**src/source_session_table_frame_sync_defines.svh**
```systemverilog
// ----------------------------------------------------------------------------
// Assertion macros for the session table
// Shared wrappers that clock assertions on clk_i and disable them in reset.
// ----------------------------------------------------------------------------
`ifndef SOURCE_SESSION_TABLE_FRAME_SYNC_DEFINES_SVH
`define SOURCE_SESSION_TABLE_FRAME_SYNC_DEFINES_SVH

// Generic form with explicit clock and active-low reset.
`define SSTFS_ASSERT(lbl, clk, rst_n, prop, msg) \
  lbl: assert property (@(posedge clk) disable iff (!rst_n) prop) \
    else $error(msg);

// Form used inside the block, on its own clock and reset.
`define SSTFS_CHECK(lbl, prop, msg) \
  `SSTFS_ASSERT(lbl, clk_i, rst_ni, prop, msg)

`endif

```
**src/sstfs_pkg.sv**
```systemverilog
// ----------------------------------------------------------------------------
// Session table package
// Widths, register indexes, reset values and the types shared by the cells.
// ----------------------------------------------------------------------------
package sstfs_pkg;

  localparam int SlotCountDef = 8;

  localparam int AddrW    = 32;
  localparam int ByteW    = 8;
  localparam int TimeW    = 32;
  localparam int PosW     = 6;
  localparam int LenW     = 7;
  localparam int ActW     = 4;
  localparam int SlotOutW = 3;
  localparam int CfgIdxW  = 2;
  localparam int CfgDataW = 8;
  localparam int InDataW  = 72;
  localparam int OutDataW = 32;
  localparam int OutUsedW = 25;

  localparam logic [CfgIdxW-1:0] CFG_HDR_FIRST  = 2'd0;
  localparam logic [CfgIdxW-1:0] CFG_HDR_SECOND = 2'd1;
  localparam logic [CfgIdxW-1:0] CFG_FRAME_LEN  = 2'd2;

  localparam logic [ByteW-1:0] HdrFirstRst  = 8'd87;
  localparam logic [ByteW-1:0] HdrSecondRst = 8'd84;
  localparam logic [LenW-1:0]  FrameLenRst  = 7'd54;
  localparam logic [LenW-1:0]  FrameLenMax  = 7'd64;
  localparam logic [ActW-1:0]  ActMax       = 4'd15;

  // Search item travelling down the cell chain.
  typedef struct packed {
    logic             valid;
    logic [AddrW-1:0] addr;
    logic [ByteW-1:0] data;
    logic [TimeW-1:0] tstamp;
    logic             hit;
    logic [PosW-1:0]  hit_pos;
    logic             vac;
    logic [TimeW-1:0] old_time;
  } tok_t;

  // Write-back to the selected cell.
  typedef struct packed {
    logic             we;
    logic             take;
    logic [AddrW-1:0] addr;
    logic [TimeW-1:0] tstamp;
    logic [PosW-1:0]  pos;
  } upd_t;

  typedef enum logic [1:0] {
    ST_IDLE,
    ST_SEARCH,
    ST_COMMIT
  } state_e;

endpackage

```
**src/source_session_table_frame_sync.sv**
```systemverilog
// ----------------------------------------------------------------------------
// Source session table with frame sync
// Keys each byte by source address, picks or replaces a slot and tracks the
// two-byte header and the byte position of the frame in that slot.
// ----------------------------------------------------------------------------
// Channel   Direction  Handshake                       Payload
// s_axis    in         s_axis_tvalid / s_axis_tready   address, byte, time
// m_axis    out        m_axis_tvalid / m_axis_tready   slot and frame status
// cfg       in         cfg_we_i (no back-pressure)     header bytes, length
//
// Each item is loaded as the search item, passes through each cell of the
// slot chain in turn, and then its slot is picked and written back.
// The next item is accepted on the cycle after the write-back.
// Reset clears all slots and the active count; no clearing pass is needed.
// A stalled output holds the write-back until the output register is free;
// the output register lets the next item enter while a result waits.
// ----------------------------------------------------------------------------
`include "source_session_table_frame_sync_defines.svh"

module source_session_table_frame_sync #(
  parameter int SlotCount = sstfs_pkg::SlotCountDef
) (
  input  logic                            clk_i,
  input  logic                            rst_ni,
  input  logic                            s_axis_tvalid,
  output logic                            s_axis_tready,
  // source_address[31:0], data_byte[39:32], time_ms[71:40]
  input  logic [sstfs_pkg::InDataW-1:0]   s_axis_tdata,
  output logic                            m_axis_tvalid,
  input  logic                            m_axis_tready,
  // slot_index[2:0], new_session[3], evicted[4], byte_stored[5],
  // byte_position[11:6], byte_echo[19:12], frame_complete[20],
  // active_sessions[24:21], zero fill above
  output logic [sstfs_pkg::OutDataW-1:0]  m_axis_tdata,
  input  logic                            cfg_we_i,
  input  logic [sstfs_pkg::CfgIdxW-1:0]   cfg_idx_i,
  input  logic [sstfs_pkg::CfgDataW-1:0]  cfg_data_i
);
  import sstfs_pkg::*;

  localparam int IdxW = (SlotCount > 1) ? $clog2(SlotCount) : 1;

  // Configuration registers.
  logic [ByteW-1:0] hdr1_q, hdr2_q;
  logic [LenW-1:0]  len_q;

  always_ff @(posedge clk_i or negedge rst_ni) begin
    if (!rst_ni) begin
      hdr1_q <= HdrFirstRst;
      hdr2_q <= HdrSecondRst;
      len_q  <= FrameLenRst;
    end else if (cfg_we_i) begin
      case (cfg_idx_i)
        CFG_HDR_FIRST:  hdr1_q <= cfg_data_i;
        CFG_HDR_SECOND: hdr2_q <= cfg_data_i;
        CFG_FRAME_LEN:  len_q  <= cfg_data_i[LenW-1:0];
        default: ;
      endcase
    end
  end

  // Control state.
  state_e           state_q, state_d;
  tok_t             head_q, head_d;
  logic [ActW-1:0]  act_q, act_d;
  logic             out_vld_q, out_vld_d;
  logic [OutDataW-1:0] out_q, out_d;
  logic             accept, out_free, capture;
  upd_t             upd;

  // Registered decision, held until the write-back.
  logic [IdxW-1:0]  cm_slot_q;
  logic             cm_new_q, cm_evict_q, cm_stored_q, cm_done_q;
  logic [PosW-1:0]  cm_pos_q, cm_np_q;
  logic [ByteW-1:0] cm_byte_q;
  logic [AddrW-1:0] cm_addr_q;
  logic [TimeW-1:0] cm_time_q;

  // Slot chain.
  tok_t            tok     [SlotCount+1];
  logic [IdxW-1:0] hit_idx [SlotCount+1];
  logic [IdxW-1:0] vac_idx [SlotCount+1];
  logic [IdxW-1:0] old_idx [SlotCount+1];

  assign tok[0]     = head_q;
  assign hit_idx[0] = '0;
  assign vac_idx[0] = '0;
  assign old_idx[0] = '0;

  for (genvar g = 0; g < SlotCount; g++) begin : g_cell
    sstfs_cell #(
      .Index (g),
      .IdxW  (IdxW)
    ) u_cell (
      .clk_i     (clk_i),
      .rst_ni    (rst_ni),
      .tok_i     (tok[g]),
      .hit_idx_i (hit_idx[g]),
      .vac_idx_i (vac_idx[g]),
      .old_idx_i (old_idx[g]),
      .tok_o     (tok[g+1]),
      .hit_idx_o (hit_idx[g+1]),
      .vac_idx_o (vac_idx[g+1]),
      .old_idx_o (old_idx[g+1]),
      .upd_i     (upd),
      .upd_idx_i (cm_slot_q)
    );
  end

  // Decision on the item leaving the last cell.
  tok_t             tl;
  logic [IdxW-1:0]  dc_slot;
  logic             dc_new, dc_evict, dc_stored, dc_done;
  logic [PosW-1:0]  dc_cur, dc_pos, dc_np;
  logic [LenW-1:0]  flen, nxt;

  assign tl   = tok[SlotCount];
  assign flen = (len_q > FrameLenMax) ? FrameLenMax : len_q;
  assign nxt  = {1'b0, dc_cur} + 7'd1;

  always_comb begin
    dc_slot   = old_idx[SlotCount];
    dc_new    = 1'b1;
    dc_evict  = 1'b1;
    dc_cur    = '0;
    if (tl.hit) begin
      dc_slot  = hit_idx[SlotCount];
      dc_new   = 1'b0;
      dc_evict = 1'b0;
      dc_cur   = tl.hit_pos;
    end else if (tl.vac) begin
      dc_slot  = vac_idx[SlotCount];
      dc_evict = 1'b0;
    end

    dc_stored = 1'b0;
    dc_pos    = '0;
    dc_done   = 1'b0;
    dc_np     = '0;
    if (dc_cur == '0) begin
      if (tl.data == hdr1_q) begin
        dc_stored = 1'b1;
        dc_np     = 6'd1;
      end
    end else if (dc_cur == 6'd1) begin
      // A wrong second byte restarts sync when it is itself a first header byte.
      if (tl.data == hdr2_q) begin
        dc_stored = 1'b1;
        dc_pos    = 6'd1;
        dc_np     = 6'd2;
      end else if (tl.data == hdr1_q) begin
        dc_stored = 1'b1;
        dc_np     = 6'd1;
      end
    end else begin
      dc_stored = 1'b1;
      dc_pos    = dc_cur;
      if (nxt >= flen) begin
        dc_done = 1'b1;
      end else begin
        dc_np = nxt[PosW-1:0];
      end
    end
  end

  always_ff @(posedge clk_i) begin
    if (capture) begin
      cm_slot_q   <= dc_slot;
      cm_new_q    <= dc_new;
      cm_evict_q  <= dc_evict;
      cm_stored_q <= dc_stored;
      cm_done_q   <= dc_done;
      cm_pos_q    <= dc_pos;
      cm_np_q     <= dc_np;
      cm_byte_q   <= tl.data;
      cm_addr_q   <= tl.addr;
      cm_time_q   <= tl.tstamp;
    end
  end

  // Sequencer.
  logic [IdxW+2:0] slot_ext;

  assign accept   = s_axis_tvalid && s_axis_tready;
  assign out_free = !out_vld_q || m_axis_tready;
  assign slot_ext = {3'b000, cm_slot_q};

  always_comb begin
    state_d       = state_q;
    s_axis_tready = 1'b0;
    capture       = 1'b0;
    head_d        = '0;
    act_d         = act_q;
    out_vld_d     = out_vld_q && !m_axis_tready;
    out_d         = out_q;
    upd           = '0;
    upd.take      = cm_new_q;
    upd.addr      = cm_addr_q;
    upd.tstamp    = cm_time_q;
    upd.pos       = cm_np_q;
    case (state_q)
      ST_IDLE: begin
        s_axis_tready = 1'b1;
        if (accept) begin
          head_d.valid  = 1'b1;
          head_d.addr   = s_axis_tdata[AddrW-1:0];
          head_d.data   = s_axis_tdata[AddrW+ByteW-1:AddrW];
          head_d.tstamp = s_axis_tdata[InDataW-1:AddrW+ByteW];
          state_d       = ST_SEARCH;
        end
      end
      ST_SEARCH: begin
        if (tl.valid) begin
          capture = 1'b1;
          state_d = ST_COMMIT;
        end
      end
      ST_COMMIT: begin
        if (out_free) begin
          if (cm_new_q && !cm_evict_q && (act_q != ActMax)) begin
            act_d = act_q + 4'd1;
          end
          upd.we    = 1'b1;
          out_vld_d = 1'b1;
          out_d     = {{(OutDataW-OutUsedW){1'b0}}, act_d, cm_done_q, cm_byte_q,
                       cm_pos_q, cm_stored_q, cm_evict_q, cm_new_q,
                       slot_ext[SlotOutW-1:0]};
          state_d   = ST_IDLE;
        end
      end
      default: state_d = ST_IDLE;
    endcase
  end

  always_ff @(posedge clk_i or negedge rst_ni) begin
    if (!rst_ni) begin
      state_q   <= ST_IDLE;
      head_q    <= '0;
      act_q     <= '0;
      out_vld_q <= 1'b0;
    end else begin
      state_q   <= state_d;
      head_q    <= head_d;
      act_q     <= act_d;
      out_vld_q <= out_vld_d;
    end
  end

  always_ff @(posedge clk_i) begin
    out_q <= out_d;
  end

  assign m_axis_tvalid = out_vld_q;
  assign m_axis_tdata  = out_q;

  // Checks.
  `SSTFS_CHECK(a_act_mono, act_q >= $past(act_q), "active count went down")
  `SSTFS_CHECK(a_evict_new, upd.we |-> (!cm_evict_q || cm_new_q), "eviction without new session")
  `SSTFS_CHECK(a_pos_zero, (upd.we && !cm_stored_q) |-> (cm_pos_q == '0), "position on dropped byte")
  `SSTFS_CHECK(a_chain_end, tl.valid |-> (state_q == ST_SEARCH), "search item left chain outside search")

endmodule

```
**src/sstfs_cell.sv**
```systemverilog
// ----------------------------------------------------------------------------
// Session table cell
// Holds one slot and folds it into the search item passing through.
// ----------------------------------------------------------------------------
module sstfs_cell #(
  parameter int Index = 0,
  parameter int IdxW  = 3
) (
  input  logic              clk_i,
  input  logic              rst_ni,
  input  sstfs_pkg::tok_t   tok_i,
  input  logic [IdxW-1:0]   hit_idx_i,
  input  logic [IdxW-1:0]   vac_idx_i,
  input  logic [IdxW-1:0]   old_idx_i,
  output sstfs_pkg::tok_t   tok_o,
  output logic [IdxW-1:0]   hit_idx_o,
  output logic [IdxW-1:0]   vac_idx_o,
  output logic [IdxW-1:0]   old_idx_o,
  input  sstfs_pkg::upd_t   upd_i,
  input  logic [IdxW-1:0]   upd_idx_i
);
  import sstfs_pkg::*;

  localparam logic [IdxW-1:0] Me = IdxW'(Index);

  logic             valid_q;
  logic [PosW-1:0]  pos_q;
  logic [AddrW-1:0] addr_q;
  logic [TimeW-1:0] time_q;

  tok_t            tok_d, tok_q;
  logic [IdxW-1:0] hit_idx_d, hit_idx_q;
  logic [IdxW-1:0] vac_idx_d, vac_idx_q;
  logic [IdxW-1:0] old_idx_d, old_idx_q;
  logic            sel;

  assign sel = upd_i.we && (upd_idx_i == Me);

  always_comb begin
    tok_d     = tok_i;
    hit_idx_d = hit_idx_i;
    vac_idx_d = vac_idx_i;
    old_idx_d = old_idx_i;
    if (!tok_i.hit && valid_q && (addr_q == tok_i.addr)) begin
      tok_d.hit     = 1'b1;
      tok_d.hit_pos = pos_q;
      hit_idx_d     = Me;
    end
    if (!tok_i.vac && !valid_q) begin
      tok_d.vac = 1'b1;
      vac_idx_d = Me;
    end
    // Strict compare keeps the lowest index on equal times.
    if (valid_q && ((Index == 0) || (time_q < tok_i.old_time))) begin
      tok_d.old_time = time_q;
      old_idx_d      = Me;
    end
  end

  always_ff @(posedge clk_i or negedge rst_ni) begin
    if (!rst_ni) begin
      tok_q   <= '0;
      valid_q <= 1'b0;
      pos_q   <= '0;
    end else begin
      tok_q <= tok_d;
      if (sel) begin
        valid_q <= 1'b1;
        pos_q   <= upd_i.pos;
      end
    end
  end

  always_ff @(posedge clk_i) begin
    hit_idx_q <= hit_idx_d;
    vac_idx_q <= vac_idx_d;
    old_idx_q <= old_idx_d;
    if (sel) begin
      time_q <= upd_i.tstamp;
      if (upd_i.take) begin
        addr_q <= upd_i.addr;
      end
    end
  end

  assign tok_o     = tok_q;
  assign hit_idx_o = hit_idx_q;
  assign vac_idx_o = vac_idx_q;
  assign old_idx_o = old_idx_q;

endmodule

```
**config.mk**
```make
export PLATFORM = sky130hd
export DESIGN_NAME = source_session_table_frame_sync
export DESIGN_NICKNAME = d
export VERILOG_FILES = /design/src/sstfs_pkg.sv /design/src/source_session_table_frame_sync.sv /design/src/sstfs_cell.sv
export VERILOG_INCLUDE_DIRS = /design/src /design/src/src
export SDC_FILE = /design/constraint.sdc
export NUM_CORES = 2
export LEC_CHECK = 0
export BUFFER_PORTS_ARGS = -buffer_cell sky130_fd_sc_hd__buf_2
export CELL_PAD_IN_SITES_DETAIL_PLACEMENT = 2
export CELL_PAD_IN_SITES_GLOBAL_PLACEMENT = 2
export CORE_MARGIN = 2
export CORE_UTILIZATION = 51
export CTS_CLUSTER_DIAMETER = 50
export DETAILED_ROUTE_END_ITERATION = 10
export PLACE_DENSITY_LB_ADDON = 0.08
export SETUP_SLACK_MARGIN = 0.5
export SKIP_CTS_REPAIR_TIMING = 1
export SLEW_MARGIN = 20
export SYNTH_ARGS = -nofsm -noshare
export SYNTH_HDL_FRONTEND = slang
export SYNTH_SLANG_ARGS = --single-unit
```
**constraint.sdc**
```tcl
create_clock -name clk_i -period 8.54 [get_ports clk_i]
set_clock_uncertainty 0.15 [all_clocks]
set_input_delay 0.427 -clock clk_i [delete_from_list [all_inputs] [get_ports clk_i]]
set_output_delay 0.427 -clock clk_i [all_outputs]
set_load 0.02 [all_outputs]
```
# == Word-level counts from Yosys, hierarchy flattened ==
# Index checks and enable logic that the tools add are counted.
# word_totals
ff_bits,1714
latchBits,0
ram_bits,0
rom_bits,0
input_bits,87
output_inout_bits,34
word_cells,316
n_memories,0
# classes
n_addsub,2
n_mul,0
n_div,0
magnitude_cmp,9
n_eq_ne,26
shift,0
muxes,58
bitwise,0
n_reduce_logical,84
# ops
cell,n
$eq 32x32->1,8
$lt 32x32->1,7
$mux 32,7
$mux 73,2
$mux 7,9
$logic_and 1x1->1,41
$mux 6,6
$mux 1,27
$logic_not 1->1,24
$reduce_and 2->1,12
$eq 8x8->1,2
$eq 3x3->1 const B,4
$add 6x1->7 const B,1
$ge 7x7->1,1
$gt 7x7->1 const B,1
$eq 3x2->1 const B,2
$eq 6x1->1 const B,1
$logic_not 6->1,1
$mux 2,3
$mux 3,2
$pmux 2 s3,1
$add 4x1->4 const B,1
$eq 2x1->1 const B,2
$eq 2x2->1 const B,2
other kinds (10),12

# == Longest topological paths before layout ==
# depth
word_depth,6
ltp_mapped,12
depth_no_buf,11

# == By module ==
# From an unflattened synthesis, not the netlist that was laid out.
# unflattened
hier_cells,3705
area_unflattened_um2,62117.1
# by_module_without_submodules
module,n_inst,cells_per_inst,area_per_inst_um2
sstfs_cell (g_cell[3].u_cell ...),3,425,6884.1
sstfs_cell (g_cell[1].u_cell ...),2,413,6885.4
source_session_table_frame_sync,1,469,7847.5
sstfs_cell (g_cell[4].u_cell),1,413,6880.3
sstfs_cell (g_cell[7].u_cell),1,422,6871.6
sstfs_cell (g_cell[0].u_cell),1,300,6094.6

# == Worst setup path after synthesis ==
# OpenSTA, ideal clock, no wires.
# synth_path
kind,register to register
from,reg state_q[0]
to,reg g_cell[1].u_cell.addr_q[0] (enable)
arrival_time_ns,3.989
path_slack_ns,3.900
stages_incl_launch_ff,5
path_buffers,1
synth_period_minus_slack_ns,4.640
cell_sequence,dfrtp_1 > nand2b_1 > nand2b_1 > buf_2 > nor4_1
# synth_between
elab_chain_cells,4
# synth_rtl
item,line,text
"start, declared",source_session_table_frame_sync.sv:63,"state_e state_q, state_d;"
"start signal, assigned",source_session_table_frame_sync.sv:242,state_q <= state_d;
$eq 2x2->1,source_session_table_frame_sync.sv:201,case (state_q)
$mux 1,source_session_table_frame_sync.sv:201,
$logic_and 1x1->1,sstfs_cell.sv:37,assign sel = upd_i.we && (upd_idx_i == Me);
$reduce_and 2->1 (no source line),--,
"end signal, assigned",sstfs_cell.sv:81,addr_q <= upd_i.addr;
"end, declared",sstfs_cell.sv:28,logic [AddrW-1:0] addr_q;
# No other way between the ends.
# A chain may end at the register's enable or synchronous reset.

==> out/metrics.cfg <==
[grt]
grt_usage=0.264
grt_first_pass_wirelength_um=235000
overflow=0
antenna_found_initial=5
grt_pass1_vias=36200
grt_max_degree=167

[route]
drtAntennaViolNets=0
viasPerCell=5.56
num_vias=31200
routed.top_layer=met5
drtIter0Drc=1944
wl_um=172000
post_drt_wl_per_cell_um=30.6
dr.pass1.iters=5
dr_wl_met2_um=92100
drcViolationCount=0
met1Wirelength_um=66800
wl_met3_um=6310

[critical_path]
worstPathRequired_ns=8.81
end_kind=register
crit_path_start_kind=register
crit_arrival_ns=4.69
path_class=reg -> reg
path_max_fanout=32

[timing]
maxSlewHeadroom=0.248
finalSetupViolCount=0
max_freq_mhz=226
slew_viol_final=0
setup_tns_ns=0
rsz0062_at_grt=false
worst_pin_slew_ns=1.12
min_period_ns=4.42
layout_worst_path_cycle_share=0.518
hold_viol=0

[power_and_ir_drop]
switching_share=0.242
p_int_mw=13.8
vdd_drop_max_mv=0.265
pwr-share-seq=0.515
leakage_nw=31.2
power.density_mw_per_mm2=262
clkPwrFrac=0.439
comb_power_share=0.046
power_switching_mw=4.40

[min_path]
hold_path_class=in -> async

[synthesis]
synth_enable_flop_cells=628
yosysTopAreaCellShare=0.424
async_reset_ff_frac=0.603
ys_seq_elements=1710
ys.flop_type=dfrtp_1
yosys_warnings=0
synth_top_area_cell=dfrtp_1
synth.area.top_cells=dfrtp_1 (42%), edfxtp_1 (31%), ha_1 (4.7%)
syn_avg_cell_area_sq_um=16.9
syn_inst=3564
ys_seq_area_frac=0.760
synth_cell_types=64
netlist_area_sq_mm=0.0601

[finish]
final_cells=5613
drive_gt1_frac=0.163
mostFrequentLayoutCells=dfrtp_1 (1019), edfxtp_1 (628), inv_1 (237)
seqCellArea_sq_mm=0.0457
final_nets=4245
area_delta_synth_final_pct=15.5
layout_commonest_cell=dfrtp_1
num-fill-cells=9600
multiInputGateArea_sq_mm=0.0133

[die]
fp.dieW_um=347
initial_core_util=0.516
die_area_sq_mm=0.121
ios=121
core_sq_mm=0.117
die_y_um=347
rows=125

[clock_network]
cts_max_level=4
root_buffer=clkbuf_16
cts_buffer_depth=3
clk_latency_ns=0.81
numCtsBuffers=178
cts.sinks=1710
cts_tree=built
clk_pin_slew_worst_paths_ns=0.07

[placement]
dp_hpwl_um=97400
place.gp.congestion=0.837
placed_cells=5191
portBuffers=113

[job]
cap_violations=0

[outcome]
outcome=finished clean

[worst max-delay path: stages (launching register included)]
cell and delay (ns):
dfrtp_1 0.47, nand2b_1 0.24, nand2b_1 0.65, inv_2 0.83
nand2_1 0.21, or3_1 0.59, nor2_4 0.83
[state kept, by name, summed over array words and instances (netlist names), 25 cells and up]
signal / cells
g_cell.u_cell.tok_o: 872
g_cell.u_cell.addr_q: 256
m_axis_tdata: 25
head_q: 73
cm_time_q: 32
cm_addr_q: 32
g_cell.u_cell.time_q: 256
g_cell.u_cell.pos_q: 48
[cell type report]
type                       instances  area share
clock buffer                     260      0.0730
sequential                      1710       0.658
timing repair buffer             230      0.0251
antenna                            4    0.000144
multi-input combinational       1571       0.192
inverter                         239      0.0129
tap                             1524      0.0275
clock inverter                    75      0.0112
[path summary, 6_finish.rpt]
check,from,to,depth (start not counted),slack [ns]
max,state_q[0],g_cell[4].u_cell.addr_q[27],6,4.12
min,rst_ni,head_q[49],2,0.07
max reg2reg,state_q[0],g_cell[4].u_cell.addr_q[27],6,4.12
min reg2reg,g_cell[0].u_cell.tok_o[70],g_cell[1].u_cell.tok_o[70],0,0.19
max in group asynchronous,rst_ni,g_cell[7].u_cell.tok_o[34],4,5.92
min in group clk_i,cfg_idx_i[0],hdr1_q[5],4,0.13
[power groups by stage]
stage	Sequential [mW]	Clock (mW)	Combinational, mW
finish	9.37	7.99	0.827
global route	9.40	8.43	0.902
CTS	9.34	7.98	0.784
detailed placement	9.46	0	0.747
global placement	9.41	0	0.682
floorplan	9.29	0	0.422
[Yosys cell counts, types with 5 or more instances]
| library cell | number |
|---|---|
| dfrtp_1 | 1019 |
| edfxtp_1 | 628 |
| inv_1 | 237 |
| ha_1 | 228 |
| xor2_1 | 198 |
| mux2_2 | 152 |
| nand2_1 | 123 |
| mux2_1 | 114 |
| xnor2_1 | 84 |
| and3_1 | 72 |
| a21oi_1 | 70 |
| nand4_1 | 66 |
| nor4_1 | 58 |
| dfxtp_1 | 51 |
| nor2_1 | 50 |
| and2_1 | 45 |
| or2_2 | 33 |
| o21ai_0 | 31 |
| nand2b_1 | 29 |
| mux2_4 | 28 |
| clkbuf_1 | 23 |
| nand3_1 | 22 |
| a21o_1 | 20 |
| nor2b_1 | 19 |
| nor3_1 | 17 |
| buf_4 | 15 |
| dfstp_2 | 12 |
| a211oi_1 | 11 |
| nor3_2 | 10 |
| buf_2 | 8 |
| o211ai_1 | 8 |
| a221oi_1 | 7 |
| o21a_1 | 6 |
| o21bai_1 | 6 |
| nand3b_1 | 5 |
[cell families after synthesis]
| logic type | synth area share |
|---|---|
| compound gates | 0.0210 |
| fa+ha+maj | 0.0475 |
| simple gates | 0.0529 |
| flops | 0.760 |
| buf+inv | 0.0200 |
| mux | 0.0573 |
| other cells | 0.0000624 |
| xor+xnor | 0.0411 |
[routing by layer]
| layer | track usage | vias to the layer above |
|---|---|---|
| met4 | 0.0886 | 2 |
| met5 | 0 | - |
| met3 | 0.0348 | 340 |
| met1 | 0.323 | 16900 |
| met2 | 0.482 | 781 |
| li1 | - | 13200 |
[per-stage QoR]
step / cell area, sq um / total power [mW] / utilization / setup slack (ns) / hold WS, ns
after floorplan: 60100 / 9.71 / - / 3.90 / -0.0186
after global placement: 62700 / 10.1 / 0.538 / 4.57 / 0.182
after detailed placement: 62700 / 10.2 / 0.538 / 4.31 / 0.186
after CTS: 68600 / 18.1 / 0.589 / 4.19 / -0.478
after global routing: 69400 / 18.7 / 0.596 / 3.95 / 0.103
final: 69400 / 18.2 / 0.596 / 4.12 / 0.0682
No activity file was read; power rests on OpenSTA's default activity.
